==> config.mk <==
export PLATFORM = sky130hd
export DESIGN_NAME = frsq_fadd
export DESIGN_NICKNAME = d
export VERILOG_FILES = /design/src/sv/frsq_pkg.sv /design/src/sv/frsq_fadd.sv
export SDC_FILE = /design/constraint.sdc
export NUM_CORES = 1
export LEC_CHECK = 0
export ABC_AREA = 0
export BUFFER_PORTS_ARGS = -buffer_cell sky130_fd_sc_hd__buf_2
export CAP_MARGIN = 20
export CELL_PAD_IN_SITES_DETAIL_PLACEMENT = 1
export CELL_PAD_IN_SITES_GLOBAL_PLACEMENT = 2
export CORE_UTILIZATION = 37
export CTS_BUF_LIST = sky130_fd_sc_hd__clkbuf_8
export DETAILED_ROUTE_END_ITERATION = 8
export PLACE_DENSITY = 0.85
export SLEW_MARGIN = 10
export SYNTH_ARGS = -nofsm -noshare
export SYNTH_HDL_FRONTEND = slang
export SYNTH_SLANG_ARGS = --single-unit
==> constraint.sdc <==
create_clock -name clk -period 7.5 [get_ports clk]
set_input_delay 0.75 -clock clk [delete_from_list [all_inputs] [get_ports clk]]
set_output_delay 0.75 -clock clk [all_outputs]
set_load 0.005 [all_outputs]
==> src/sv/frsq_pkg.sv <==
// shared constants, types and helper functions for the reciprocal square root pipeline
package frsq_pkg;

	localparam logic [31:0] MAGIC_BITS  = 32'h5f3759df;
	localparam logic [31:0] HALF_BITS   = 32'h3f000000;
	localparam logic [31:0] ONE_P5_BITS = 32'h3fc00000;
	localparam logic [31:0] CANON_NAN   = 32'h7fc00000;
	localparam logic [7:0]  EXP_MAX     = 8'hff;

	typedef struct packed {
		logic en;
		logic valid;
	} pipe_ctrl_t;

	// position count of leading zeros, 48-bit product
	function automatic logic [5:0] lzc48(input logic [47:0] v);
		logic [5:0] n;
		n = 6'd47;
		for (int i = 0; i < 48; i++) begin
			if (v[i]) begin
				n = 6'(47 - i);
			end
		end
		return n;
	endfunction

	function automatic logic [4:0] lzc27(input logic [26:0] v);
		logic [4:0] n;
		n = 5'd26;
		for (int i = 0; i < 27; i++) begin
			if (v[i]) begin
				n = 5'(26 - i);
			end
		end
		return n;
	endfunction

endpackage

==> src/sv/frsq_fadd.sv <==
// two-stage single-precision adder, round to nearest even
module frsq_fadd (
	input  logic               clk,
	input  logic               arst_n,
	input  frsq_pkg::pipe_ctrl_t ctl,
	input  logic [31:0]        a,
	input  logic [31:0]        b,
	input  logic [31:0]        side,
	output logic               valid_out,
	output logic [31:0]        sum,
	output logic [31:0]        side_out
);
	import frsq_pkg::*;

	logic [7:0]  ea, eb, ebig, esml, ex, ey, d;
	logic [22:0] fa, fb;
	logic        a_nan, b_nan, a_inf, b_inf, a_zero, b_zero, swap;
	logic [31:0] big, sml;
	logic [4:0]  dcap;
	logic [26:0] mx27, ym;
	logic [53:0] al;
	logic [27:0] raw;

	logic        v_s1, sign_s1, nan_s1, inf_s1, inf_sign_s1, bzero_s1, zsign_s1;
	logic [27:0] sum_s1;
	logic [7:0]  exp_s1;
	logic [31:0] side_s1;

	logic        v_s2;
	logic [31:0] sum_s2, side_s2;

	logic [4:0]  lz, sh, maxsh;
	logic [26:0] s27;
	logic [8:0]  e2, ef;
	logic [23:0] m;
	logic        grd, st, inc;
	logic [24:0] mr;
	logic [31:0] packed_res;

	always_comb begin
		ea = a[30:23];
		eb = b[30:23];
		fa = a[22:0];
		fb = b[22:0];
		a_nan = (ea == EXP_MAX) && (fa != '0);
		b_nan = (eb == EXP_MAX) && (fb != '0);
		a_inf = (ea == EXP_MAX) && (fa == '0);
		b_inf = (eb == EXP_MAX) && (fb == '0);
		a_zero = (ea == '0) && (fa == '0);
		b_zero = (eb == '0) && (fb == '0);
		swap = a[30:0] < b[30:0];
		big  = swap ? b : a;
		sml  = swap ? a : b;
		ebig = big[30:23];
		esml = sml[30:23];
		ex   = (ebig == '0) ? 8'd1 : ebig;
		ey   = (esml == '0) ? 8'd1 : esml;
		d    = ex - ey;
		dcap = (d > 8'd28) ? 5'd28 : d[4:0];
		mx27 = {ebig != '0, big[22:0], 3'b000};
		// align the smaller operand, folding shifted-out bits into sticky
		al   = {esml != '0, sml[22:0], 3'b000, 27'b0} >> dcap;
		ym   = al[53:27] | {26'b0, |al[26:0]};
		if (big[31] != sml[31]) begin
			raw = {1'b0, mx27} - {1'b0, ym};
		end else begin
			raw = {1'b0, mx27} + {1'b0, ym};
		end
	end

	always_ff @(posedge clk or negedge arst_n) begin
		if (!arst_n) begin
			v_s1 <= 1'b0;
		end else if (ctl.en) begin
			v_s1 <= ctl.valid;
		end
	end

	always_ff @(posedge clk) begin
		if (ctl.en) begin
			nan_s1      <= a_nan || b_nan || (a_inf && b_inf && (a[31] != b[31]));
			inf_s1      <= a_inf || b_inf;
			inf_sign_s1 <= a_inf ? a[31] : b[31];
			bzero_s1    <= a_zero && b_zero;
			zsign_s1    <= a[31] && b[31];
			sign_s1     <= big[31];
			sum_s1      <= raw;
			exp_s1      <= ex;
			side_s1     <= side;
		end
	end

	always_comb begin
		lz    = lzc27(sum_s1[26:0]);
		maxsh = (exp_s1 > 8'd27) ? 5'd27 : 5'(exp_s1 - 8'd1);
		sh    = (lz < maxsh) ? lz : maxsh;
		if (sum_s1[27]) begin
			s27 = sum_s1[27:1] | {26'b0, sum_s1[0]};
			e2  = {1'b0, exp_s1} + 9'd1;
		end else begin
			s27 = sum_s1[26:0] << sh;
			e2  = {1'b0, exp_s1} - {4'b0, sh};
		end
		m   = s27[26:3];
		grd = s27[2];
		st  = |s27[1:0];
		inc = grd && (st || m[0]);
		mr  = {1'b0, m} + {24'b0, inc};
		if (mr[24]) begin
			ef = e2 + 9'd1;
		end else if (mr[23]) begin
			ef = e2;
		end else begin
			ef = 9'd0;
		end
		if (ef >= 9'd255) begin
			packed_res = {sign_s1, EXP_MAX, 23'b0};
		end else begin
			packed_res = {sign_s1, ef[7:0], mr[22:0]};
		end
	end

	always_ff @(posedge clk or negedge arst_n) begin
		if (!arst_n) begin
			v_s2 <= 1'b0;
		end else if (ctl.en) begin
			v_s2 <= v_s1;
		end
	end

	always_ff @(posedge clk) begin
		if (ctl.en) begin
			side_s2 <= side_s1;
			if (nan_s1) begin
				sum_s2 <= CANON_NAN;
			end else if (inf_s1) begin
				sum_s2 <= {inf_sign_s1, EXP_MAX, 23'b0};
			end else if (bzero_s1) begin
				sum_s2 <= {zsign_s1, 31'b0};
			end else if (sum_s1 == '0) begin
				// exact cancellation gives positive zero
				sum_s2 <= 32'b0;
			end else begin
				sum_s2 <= packed_res;
			end
		end
	end

	assign valid_out = v_s2;
	assign sum       = sum_s2;
	assign side_out  = side_s2;

endmodule

==> results.txt <==
synthesized area: 16140 um2
number of global-route vias before repair: 21410
Die Span Y: 210.9 um
CP arrival: 9.66 ns
FF+latch count, synth: 140
Cell variety after synth: 98
Worst path slowest cell: fa_2
drt wl/cell: 26.37 um
asr flop ratio synth: 1.429%
Setup TNS: -28.73 ns
Mapped Cells: 2071
Worst Hold Class: in2reg
min cycle time layout: 9.292 ns
multi-input logic area: 12910 um2
most frequent cell on the critical path: buf_4
io pins: 165
fmax: 107.6 MHz
Placer Congestion: 0.9961
unrepaired setup endpoints after global routing: yes
PD cells: 271.7 nW/um2
Startpoint Class: input port
H-Tree Depth: 4
CP Class: in2reg
syn_nets: 2278
Total Wirelength: 89770 um
Clock Tree Root: clkbuf_8
Worst Setup Slack, final: -1.792 ns
Initial DRC Count: 1831
gr ovfl total: 0
number of flops mapped to enable cells by yosys: 138
Max-slew headroom: 24.24%
Clk Latency, worst-skew pair: 0.53 ns
LEAKAGE: 10.85 nW
Hold Vio Cnt, Final: 0
worst slack, placed: -2.434 ns
Die ar.: 44470 um2
DR DRC count: 0
CP max FO: 7
first-pass detailed-route iteration total: 6
via count: 20930
total global-route track usage: 37.75%
dpl hpwl: 65530 um
YS warnings: 0
worst path required time: 7.87 ns
Vias/cell: 6.146
CTS Buf Count: 17
Most used DFF post-synth: edfxtp_1
Worst Setup End Kind: register
CORE AREA: 43080 um2
Seq. cell area: 4194 um2
worst hold slack: 0.3943 ns
final net count: 3013
Area Growth Syn to Fin: 55.23%
Initial Utilization: 37.47%
share of the core filled with cells: 58.17%
largest net degree at the start of global routing: 76
row count: 76
Placed Cells incl. Taps: 3271
TritonCTS Sinks: 140
initial antenna violation count: 1
worst-case clock skew: 0.04178 ns
Max-cap violations: 0
Avg Cell Area, Syn: 7.794 um2
worst-case clock buffer depth: 2
Die Wd: 210.9 um
post-route insts no fill: 3405
failing checks: negative setup slack
Worst VDD drop: 0.1091 mV
CTS tree: done
worst slew pin tran: 1.125 ns
first-pass GRT wire length: 128200 um
sequential fraction of the synthesis area: 25.98%
crit-path max cell delay: 0.39 ns
fill count: 5149
outcome: complete, but fails checks
Buffers on Ports: 164
final period utilization: 123.9%
Final Slew Violations: 0
Worst-path clk slew: 0.11 ns
ratio of cells with drive above 1 in the final layout: 42.89%
Setup Viol. Count Final: 25
post-route ant nets: 0
## power breakdown
group | total [mW] | internal (mW) | switching, mW
Sequential | 1.11 | 0.995 | 0.114
Combinational | 5.06 | 2.24 | 2.82
Clock | 0.640 | 0.247 | 0.393
Total | 6.81 | 3.48 | 3.32
## state kept, by name, indices dropped and copies added, names as in the netlist
name	cells
side_out	32
side_s1	32
sum	32
sum_s1	28
exp_s1	8
bzero_s1	1
inf_s1	1
inf_sign_s1	1
nan_s1	1
sign_s1	1
v_s1	1
valid_out	1
zsign_s1	1
## cell families after synthesis
logic type / synth area share [%]
simple gates: 22.89
compound gates: 28.97
buf+inv: 5.852
flops: 25.98
fa+ha+maj: 8.433
mux: 4.620
xor+xnor: 3.256
## worst paths after layout
| check | cells past startpoint | from | endpoint | slack, ns |
|---|---|---|---|---|
| max in group asynchronous | 2 | arst_n | valid_out | 6.82 |
| max | 52 | b[20] | sum_s1[24] | -1.79 |
| min reg2reg | 0 | side_s1[4] | side_out[4] | 0.43 |
| max reg2reg | 31 | sum_s1[20] | sum[13] | 0.38 |
| min | 1 | side[27] | side_s1[27] | 0.39 |
| min in group asynchronous | 2 | arst_n | v_s1 | 0.58 |
## cells in the final DEF (no fill, tap or decap), types with 19 or more instances in the layout
master,instances
o21ai_2,24
nor2_1,152
buf_6,42
xnor2_1,28
nand3_1,78
a21oi_2,33
a21o_1,23
buf_2,149
nand4_1,33
nor4_1,26
ha_4,24
edfxtp_1,138
mux2i_1,46
a31oi_1,23
o211ai_1,43
and2_1,23
o21ai_0,102
or3_1,19
nand2_1,196
a21oi_1,138
nor3_1,62
inv_1,86
o21ai_1,25
buf_4,623
xor2_1,21
ha_1,77
## area by class of cell
class,instances,share of cell area [%]
Multi-Input combinational cell,1693,51.51
Timing Repair Buffer,838,25.35
Sequential cell,140,16.74
Tap cell,585,2.921
Inverter,116,1.937
Clock buffer,17,0.9338
Clock inverter,15,0.6042
Antenna cell,1,0.009987
## worst max-delay path: cells and delay by family
kind            cells  cell delay [ns]
xor+xnor            2             0.38
compound gates     21             3.92
fa+ha+maj           4             1.07
simple gates       13             1.91
buf+inv            12             1.63
## cell usage after synthesis (9+ instances only)
master     count  area [um2]
a2111oi_0      9       78.83
a211oi_1      29       217.7
a21boi_0      12       90.09
a21o_1        23       172.7
a21oi_1      177       885.9
a221oi_1      11       96.34
a22o_1        11       96.34
a22oi_1       20       150.1
a31oi_1       31       193.9
and2_1        24       150.1
and3_1        19       118.9
and4_1        10       87.58
buf_1         12       45.04
buf_2         17       85.08
clkbuf_1      90       337.8
edfxtp_1     138        4144
ha_1         104        1301
inv_1        111       416.7
mux2_2        17       191.4
mux2i_1       52       520.5
nand2_1      205       769.5
nand2b_1      14       87.58
nand3_1       81       405.4
nand4_1       33       206.5
nor2_1       168       630.6
nor2b_1       16       100.1
nor3_1        78       390.4
nor4_1        32       200.2
o211ai_1      43       322.8
o21a_1        15       112.6
o21ai_0      146       730.7
o21bai_1      15       112.6
o22ai_1       23       143.9
o31ai_1       17       127.6
or2_2         13       81.33
or3_1         19       118.9
xnor2_1       37       324.1
xor2_1        23       201.4
## repair_timing
| action | 4_1_cts | 5_1_grt |
|---|---|---|
| endpoints found under the setup margin | 48 | 58 |
| hold buffers | 1 | 0 |
| resized for setup | 195 | 166 |
| setup buffers | 52 | 54 |
| pin swaps | 120 | 126 |
| hold endpoints to repair | 2 | 0 |
| cloned | 2 | 2 |
## layer usage
metal	routed length, um	vias to the layer above	track usage [%]
met2	44500	926	66.77
met1	34410	10400	44.47
met5	0	-	0
met4	5474	0	20.76
li1	-	9324	-
met3	5387	282	4.222
## per-stage QoR
step                      power [mW]  cell area [um2]
final                          6.808            25060
after global routing           7.075            25050
after CTS                      6.219            23850
after detailed placement       5.242            22180
after global placement         5.116            22180
after floorplan                3.238            16840
(Power assumes the default switching activity.)
