--- config.mk ---
export PLATFORM = sky130hd
export DESIGN_NAME = frsq_fmul
export DESIGN_NICKNAME = d
export VERILOG_FILES = /design/src/sv/frsq_pkg.sv /design/src/sv/frsq_fmul.sv
export SDC_FILE = /design/constraint.sdc
export NUM_CORES = 2
export LEC_CHECK = 0
export BUFFER_PORTS_ARGS = -buffer_cell sky130_fd_sc_hd__buf_2
export CORE_ASPECT_RATIO = 1.2
export CORE_MARGIN = 10
export CORE_UTILIZATION = 54
export DETAILED_ROUTE_END_ITERATION = 12
export PLACE_DENSITY = 0.72
export SLEW_MARGIN = 20
export SYNTH_ARGS = -nofsm -noshare
export SYNTH_HDL_FRONTEND = slang
export SYNTH_SLANG_ARGS = --single-unit
--- constraint.sdc ---
create_clock -name clk -period 24 [get_ports clk]
set_input_delay 0 -clock clk [delete_from_list [all_inputs] [get_ports clk]]
set_output_delay 0 -clock clk [all_outputs]
set_load 0.02 [all_outputs]
--- src/sv/frsq_pkg.sv ---
// shared constants, types and helper functions for the reciprocal square root pipeline
package frsq_pkg;

	localparam logic [31:0] MAGIC_BITS  = 32'h5f3759df;
	localparam logic [31:0] HALF_BITS   = 32'h3f000000;
	localparam logic [31:0] ONE_P5_BITS = 32'h3fc00000;
	localparam logic [31:0] CANON_NAN   = 32'h7fc00000;
	localparam logic [7:0]  EXP_MAX     = 8'hff;

	typedef struct packed {
		logic en;
		logic valid;
	} pipe_ctrl_t;

	// position count of leading zeros, 48-bit product
	function automatic logic [5:0] lzc48(input logic [47:0] v);
		logic [5:0] n;
		n = 6'd47;
		for (int i = 0; i < 48; i++) begin
			if (v[i]) begin
				n = 6'(47 - i);
			end
		end
		return n;
	endfunction

	function automatic logic [4:0] lzc27(input logic [26:0] v);
		logic [4:0] n;
		n = 5'd26;
		for (int i = 0; i < 27; i++) begin
			if (v[i]) begin
				n = 5'(26 - i);
			end
		end
		return n;
	endfunction

endpackage

--- src/sv/frsq_fmul.sv ---
// two-stage single-precision multiplier, round to nearest even
module frsq_fmul (
	input  logic               clk,
	input  logic               arst_n,
	input  frsq_pkg::pipe_ctrl_t ctl,
	input  logic [31:0]        a,
	input  logic [31:0]        b,
	input  logic [31:0]        side,
	output logic               valid_out,
	output logic [31:0]        prod,
	output logic [31:0]        side_out
);
	import frsq_pkg::*;

	logic [7:0]  ea, eb;
	logic [22:0] fa, fb;
	logic        a_nan, b_nan, a_inf, b_inf, a_zero, b_zero;
	logic [23:0] ma, mb;
	logic [7:0]  eaf, ebf;

	logic               v_s1, sign_s1, nan_s1, inf_s1, zero_s1;
	logic [47:0]        prod_s1;
	logic signed [10:0] ebase_s1;
	logic [31:0]        side_s1;

	logic               v_s2;
	logic [31:0]        prod_s2, side_s2;

	logic [5:0]         lz;
	logic [47:0]        pn;
	logic signed [10:0] e, ef;
	logic [5:0]         sh;
	logic [95:0]        ext;
	logic [23:0]        m;
	logic               grd, st, inc;
	logic [24:0]        mr;
	logic [31:0]        packed_res;

	always_comb begin
		ea = a[30:23];
		eb = b[30:23];
		fa = a[22:0];
		fb = b[22:0];
		a_nan = (ea == EXP_MAX) && (fa != '0);
		b_nan = (eb == EXP_MAX) && (fb != '0);
		a_inf = (ea == EXP_MAX) && (fa == '0);
		b_inf = (eb == EXP_MAX) && (fb == '0);
		a_zero = (ea == '0) && (fa == '0);
		b_zero = (eb == '0) && (fb == '0);
		ma = {ea != '0, fa};
		mb = {eb != '0, fb};
		eaf = (ea == '0) ? 8'd1 : ea;
		ebf = (eb == '0) ? 8'd1 : eb;
	end

	always_ff @(posedge clk or negedge arst_n) begin
		if (!arst_n) begin
			v_s1 <= 1'b0;
		end else if (ctl.en) begin
			v_s1 <= ctl.valid;
		end
	end

	always_ff @(posedge clk) begin
		if (ctl.en) begin
			sign_s1  <= a[31] ^ b[31];
			nan_s1   <= a_nan || b_nan || (a_inf && b_zero) || (b_inf && a_zero);
			inf_s1   <= a_inf || b_inf;
			zero_s1  <= a_zero || b_zero;
			prod_s1  <= 48'(ma) * 48'(mb);
			ebase_s1 <= $signed({3'b000, eaf}) + $signed({3'b000, ebf}) - 11'sd126;
			side_s1  <= side;
		end
	end

	// normalize, denormalize on underflow, round
	always_comb begin
		lz  = lzc48(prod_s1);
		pn  = prod_s1 << lz;
		e   = ebase_s1 - $signed({5'b00000, lz});
		if (e < 11'sd1) begin
			sh = ((11'sd1 - e) > 11'sd50) ? 6'd50 : 6'(11'sd1 - e);
		end else begin
			sh = 6'd0;
		end
		ext = {pn, 48'b0} >> sh;
		m   = ext[95:72];
		grd = ext[71];
		st  = |ext[70:0];
		inc = grd && (st || m[0]);
		mr  = {1'b0, m} + {24'b0, inc};
		if (e >= 11'sd1) begin
			ef = mr[24] ? (e + 11'sd1) : e;
		end else begin
			ef = mr[23] ? 11'sd1 : 11'sd0;
		end
		if (ef >= 11'sd255) begin
			packed_res = {sign_s1, EXP_MAX, 23'b0};
		end else begin
			packed_res = {sign_s1, ef[7:0], mr[22:0]};
		end
	end

	always_ff @(posedge clk or negedge arst_n) begin
		if (!arst_n) begin
			v_s2 <= 1'b0;
		end else if (ctl.en) begin
			v_s2 <= v_s1;
		end
	end

	always_ff @(posedge clk) begin
		if (ctl.en) begin
			side_s2 <= side_s1;
			if (nan_s1) begin
				prod_s2 <= CANON_NAN;
			end else if (inf_s1) begin
				prod_s2 <= {sign_s1, EXP_MAX, 23'b0};
			end else if (zero_s1) begin
				prod_s2 <= {sign_s1, 31'b0};
			end else begin
				prod_s2 <= packed_res;
			end
		end
	end

	assign valid_out = v_s2;
	assign prod      = prod_s2;
	assign side_out  = side_s2;

endmodule

==> impl_results.html <==
<table>
<tr><th>Metric</th><th>Value</th></tr>
<tr><th colspan="2">Critical path</th></tr>
<tr><td>Worst stage delay on the critical path</td><td>0.68 ns</td></tr>
<tr><td>Slowest-stage cell, CP</td><td>sky130_fd_sc_hd__edfxtp_1</td></tr>
<tr><td>Data required time at the worst endpoint</td><td>24.15 ns</td></tr>
<tr><td>Critical Path Most Common Cell</td><td>sky130_fd_sc_hd__buf_4</td></tr>
<tr><td>Kind of start point of the critical path</td><td>register</td></tr>
<tr><td>Nature of the critical path endpoint</td><td>register</td></tr>
<tr><td>Crit path arrival time</td><td>11.53 ns</td></tr>
<tr><td>Cell class contributing the biggest share of worst-path delay</td><td>compound AO/OA/AOI/OAI gates</td></tr>
<tr><td>Worst setup path startpoint</td><td>prod_s1[31]</td></tr>
<tr><td>Buffers &amp; Inverters on Critical Path</td><td>7</td></tr>
<tr><td>Source of the worst register-to-register timing path</td><td>prod_s1[31]</td></tr>
<tr><td>Maximum fanout count along the critical path</td><td>70</td></tr>
<tr><td>Type of the worst setup path</td><td>reg2reg</td></tr>
<tr><th colspan="2">Synthesis</th></tr>
<tr><td>Main flop type after synthesis</td><td>sky130_fd_sc_hd__edfxtp_1</td></tr>
<tr><td>Top cells by area, synth</td><td>sky130_fd_sc_hd__fa_1, sky130_fd_sc_hd__edfxtp_1, sky130_fd_sc_hd__ha_1, sky130_fd_sc_hd__inv_1, sky130_fd_sc_hd__nand2_1</td></tr>
<tr><td>Post-synthesis sequential element count</td><td>160</td></tr>
<tr><td>Top cell type's share of synthesized area</td><td>28.5%</td></tr>
<tr><td>Synthesized Nets</td><td>4,703</td></tr>
<tr><td>Syn Area/Cell</td><td>between 8 and 9 um2</td></tr>
<tr><td>Number of synthesized flops with an enable pin</td><td>about 160</td></tr>
<tr><td>Largest area contributor in the netlist</td><td>sky130_fd_sc_hd__fa_1</td></tr>
<tr><td>Synth cell types</td><td>112</td></tr>
<tr><td>Synthesized instance count</td><td>3,920</td></tr>
<tr><td>Post-Syn Area</td><td>34,000 um2</td></tr>
<tr><td>Proportion of synthesized chip area in sequential cells</td><td>14.1%</td></tr>
<tr><td>Number of warning messages in the yosys log</td><td>0</td></tr>
<tr><td>Async SR Flop Fraction</td><td>1.25%</td></tr>
<tr><th colspan="2">Detailed routing</th></tr>
<tr><td>Antenna Violating Nets Remaining</td><td>0</td></tr>
<tr><td>First-pass detailed-route iteration total</td><td>6</td></tr>
<tr><td>DRT iter0 DRCs</td><td>2,707</td></tr>
<tr><td>WL/cell</td><td>24.2 um</td></tr>
<tr><td>Total vias in the final route</td><td>~30k</td></tr>
<tr><td>Via density per instance</td><td>6.43</td></tr>
<tr><td>Total Wirelength</td><td>115,000 um</td></tr>
<tr><td>DR DRC count</td><td>0</td></tr>
<tr><th colspan="2">Layout</th></tr>
<tr><td>Area added between synthesis and finish</td><td>6.13%</td></tr>
<tr><td>FF+latch area</td><td>around 4800 um2</td></tr>
<tr><td>Finished Layout Cells</td><td>4,741</td></tr>
<tr><td>NumNets Final</td><td>4,695</td></tr>
<tr><td>Final Util</td><td>58.1%</td></tr>
<tr><td>Area used by multi-input combinational logic</td><td>between 20,000 and 30,000 um2</td></tr>
<tr><td>Antenna cell count</td><td>0</td></tr>
<tr><td>Share of post-route cells with drive strength above 1</td><td>9.20%</td></tr>
<tr><td>Fillers</td><td>between 5k and 6k</td></tr>
<tr><th colspan="2">Clock network</th></tr>
<tr><td>Cts bufs inserted</td><td>17</td></tr>
<tr><td>Post-CTS sizing</td><td>0</td></tr>
<tr><td>Clock tree from TritonCTS</td><td>yes</td></tr>
<tr><td>Clock Path Buffers</td><td>2</td></tr>
<tr><td>CTS sink cnt</td><td>160</td></tr>
<tr><td>Clock tree root driver cell</td><td>sky130_fd_sc_hd__clkbuf_16</td></tr>
<tr><td>Clock network latency to the later pin of the worst-skew pair</td><td>0.45 ns</td></tr>
<tr><td>Number of H-tree levels</td><td>4</td></tr>
<tr><td>Clock-pin transition on the worst setup and hold timing paths</td><td>0.08 ns</td></tr>
<tr><th colspan="2">Die</th></tr>
<tr><td>Vertical extent of the die</td><td>295 um</td></tr>
<tr><td>Die W</td><td>249 um</td></tr>
<tr><td>IO Pins</td><td>about 170</td></tr>
<tr><td>CORE AREA</td><td>62,200 um2</td></tr>
<tr><td>Number of standard-cell rows in the floorplan</td><td>100</td></tr>
<tr><td>Initial cell density of the core</td><td>54.7%</td></tr>
<tr><td>Full die area</td><td>73,500 um2</td></tr>
<tr><th colspan="2">Global route</th></tr>
<tr><td>Total routing usage reported by global routing</td><td>between 30% and 40%</td></tr>
<tr><td>Gr ovfl total</td><td>0</td></tr>
<tr><td>Wire length of the first global-routing pass</td><td>178,000 um</td></tr>
<tr><td>Via count of the first global-routing pass</td><td>30.5k</td></tr>
<tr><td>Pin count of the biggest net entering global routing</td><td>79</td></tr>
<tr><td>Number of antenna violations at the first check in global routing</td><td>1</td></tr>
<tr><th colspan="2">STA</th></tr>
<tr><td>Setup Total Neg Slack</td><td>0 ns</td></tr>
<tr><td>RSZ-0062 raised after global routing</td><td>no</td></tr>
<tr><td>Achievable clock frequency</td><td>between 0.08 and 0.09 GHz</td></tr>
<tr><td>Final number of setup-violating endpoints</td><td>0</td></tr>
<tr><td>Largest clock skew in the final design</td><td>0.0243 ns</td></tr>
<tr><td>Min Tclk post-route</td><td>11.37 ns</td></tr>
<tr><td>Final Cycle Share</td><td>47.4%</td></tr>
<tr><td>Post-route setup slack</td><td>12.63 ns</td></tr>
<tr><td>Slew Limit Headroom</td><td>27.2%</td></tr>
<tr><td>Actual slew at the worst max-slew pin</td><td>between 1 and 1.5 ns</td></tr>
<tr><td>Pins over their slew limit</td><td>0</td></tr>
<tr><td>Hold Vio Cnt, Final</td><td>0</td></tr>
<tr><th colspan="2">Place</th></tr>
<tr><td>Placed Cells</td><td>4,671</td></tr>
<tr><td>Pre-CTS setup slack</td><td>about 13 ns</td></tr>
<tr><td>Final weighted congestion in routability-driven placement</td><td>1.04</td></tr>
<tr><td>Input/output buffers</td><td>164</td></tr>
<tr><td>Final HPWL DP</td><td>around 88,000 um</td></tr>
<tr><th colspan="2">Run status</th></tr>
<tr><td>Status</td><td>completed</td></tr>
<tr><th colspan="2">Worst hold path</th></tr>
<tr><td>Startpoint of the worst hold path</td><td>a[30]</td></tr>
<tr><td>Type of the worst min-delay path</td><td>in2reg</td></tr>
<tr><th colspan="2">Flow run</th></tr>
<tr><td>Max capacitance violation total</td><td>0</td></tr>
</table>
final timing paths:
check | end | slack (ns) | cells past startpoint
max | prod[1] | 12.63 | 34
min | nan_s1 | 0.05 | 3
max reg2reg | prod[1] | 12.63 | 34
min reg2reg | side_out[14] | 0.42 | 0
max in group asynchronous | v_s1 | 23.41 | 3
min in group asynchronous | valid_out | 0.46 | 3
cell usage in the layout, fill, tap and decap left out, types with 26 or more instances in the layout:
cell | netlist | routed
sky130_fd_sc_hd__buf_2 | 49 | 163
sky130_fd_sc_hd__xnor2_1 | 59 | 59
sky130_fd_sc_hd__and2_1 | 226 | 226
sky130_fd_sc_hd__a21oi_1 | 137 | 136
sky130_fd_sc_hd__a21o_1 | 27 | 27
sky130_fd_sc_hd__nand3_1 | 97 | 97
sky130_fd_sc_hd__nand2_1 | 513 | 513
sky130_fd_sc_hd__o211ai_1 | 96 | 96
sky130_fd_sc_hd__fa_1 | 484 | 484
sky130_fd_sc_hd__mux2_2 | 26 | 26
sky130_fd_sc_hd__nand4_1 | 26 | 26
sky130_fd_sc_hd__o21ai_0 | 104 | 103
sky130_fd_sc_hd__buf_4 | 7 | 46
sky130_fd_sc_hd__ha_1 | 199 | 199
sky130_fd_sc_hd__edfxtp_1 | 158 | 158
sky130_fd_sc_hd__nor2_1 | 155 | 155
sky130_fd_sc_hd__nor4_1 | 47 | 46
sky130_fd_sc_hd__inv_1 | 533 | 533
sky130_fd_sc_hd__a211oi_1 | 59 | 59
sky130_fd_sc_hd__nor3_1 | 98 | 97
sky130_fd_sc_hd__dlygate4sd3_1 | 0 | 38
sky130_fd_sc_hd__mux2i_1 | 84 | 83
sky130_fd_sc_hd__xor2_1 | 32 | 31
state kept, by name (all words and copies together), names as in the netlist:
register,cells
prod,32
v_s1,1
nan_s1,1
ebase_s1,10
side_out,32
zero_s1,1
sign_s1,1
side_s1,32
prod_s1,48
inf_s1,1
valid_out,1
routing by layer:
| layer | vias to the layer above | share of wire (%) | GRT usage, % | wire, um |
|---|---|---|---|---|
| li1 | 13300 | - | - | - |
| met1 | 15100 | 37 | 36.4 | 42800 |
| met2 | 1734 | 49 | 52.8 | 55900 |
| met3 | 420 | 7.9 | 4.74 | 9040 |
| met4 | 0 | 6.2 | 16.7 | 7130 |
| met5 | - | 0 | 0 | 0 |
through the flow:
stage	hold slack [ns]	instance area, um2
after global placement	-0.215	35100
after detailed placement	-0.215	35100
final	0.0491	36100
after global routing	0.0541	36100
after floorplan	-0.296	34000
after CTS	0.0333	36100
cell families (layout without fill, tap and decap cells):
| family | Yosys count | count (layout) | share of synthesized area (%) |
|---|---|---|---|
| compound gates | 743 | 743 | 15.6 |
| flops | 160 | 160 | 14.1 |
| simple gates | 1313 | 1313 | 19.1 |
| xor+xnor | 91 | 91 | 2.34 |
| buf+inv | 814 | 819 | 9.40 |
| fa+ha+maj | 683 | 683 | 35.8 |
| mux | 116 | 116 | 3.64 |
synth_stat cells (9+ instances only):
cell and count:
sky130_fd_sc_hd__o22ai_1 15, sky130_fd_sc_hd__buf_2 49, sky130_fd_sc_hd__o21a_1 19, sky130_fd_sc_hd__xor2_1 32, sky130_fd_sc_hd__xnor2_1 59, sky130_fd_sc_hd__a211o_1 9
sky130_fd_sc_hd__ha_1 199, sky130_fd_sc_hd__a22oi_1 12, sky130_fd_sc_hd__or3_1 20, sky130_fd_sc_hd__mux2_2 26, sky130_fd_sc_hd__o211ai_1 96, sky130_fd_sc_hd__mux2i_1 84
sky130_fd_sc_hd__o21ai_0 104, sky130_fd_sc_hd__o211a_1 13, sky130_fd_sc_hd__nand2_1 513, sky130_fd_sc_hd__a2111oi_0 12, sky130_fd_sc_hd__nor3_2 10, sky130_fd_sc_hd__nand4_1 26
sky130_fd_sc_hd__inv_1 533, sky130_fd_sc_hd__nor3_1 98, sky130_fd_sc_hd__and3_1 20, sky130_fd_sc_hd__a221oi_1 13, sky130_fd_sc_hd__nor2_1 155, sky130_fd_sc_hd__a31oi_1 20
sky130_fd_sc_hd__a211oi_1 59, sky130_fd_sc_hd__o21bai_1 13, sky130_fd_sc_hd__buf_1 13, sky130_fd_sc_hd__a21oi_1 137, sky130_fd_sc_hd__nor4_1 47, sky130_fd_sc_hd__nand3_1 97
sky130_fd_sc_hd__and2_1 226, sky130_fd_sc_hd__edfxtp_1 158, sky130_fd_sc_hd__a21o_1 27, sky130_fd_sc_hd__o21ai_1 13, sky130_fd_sc_hd__o31ai_1 18, sky130_fd_sc_hd__fa_1 484
sky130_fd_sc_hd__clkbuf_1 198, sky130_fd_sc_hd__o2111ai_1 14, sky130_fd_sc_hd__o32ai_1 12, sky130_fd_sc_hd__or2_2 10, sky130_fd_sc_hd__nand2b_1 20, sky130_fd_sc_hd__or4_1 13
sky130_fd_sc_hd__nor2b_1 14, sky130_fd_sc_hd__a311oi_1 9
area by class of cell:
| type | instances | share of cell area, % |
|---|---|---|
| multi-input combinational | 2946 | 72.3 |
| sequential | 160 | 13.3 |
| inverter | 539 | 5.61 |
| timing repair buffer | 248 | 4.30 |
| tap | 816 | 2.83 |
| clock buffer | 17 | 1.18 |
| clock inverter | 15 | 0.558 |
worst min-delay path, delay by kind of cell:
family / cells / cell delay (ns)
buf+inv: 1 / 0.11
compound gates: 1 / 0.10
simple gates: 1 / 0.11
what timing repair did:
| item | 4_1_cts | 5_1_grt |
|---|---|---|
| buffers inserted | 0 | 0 |
| endpoints found under the hold margin | 45 | 0 |
| hold buffers | 38 | 0 |
| endpoints found under the setup margin | 0 | 0 |
Power is not shown: default switching activity piles up to over one toggle a cycle in this logic, so the estimate is an artifact.
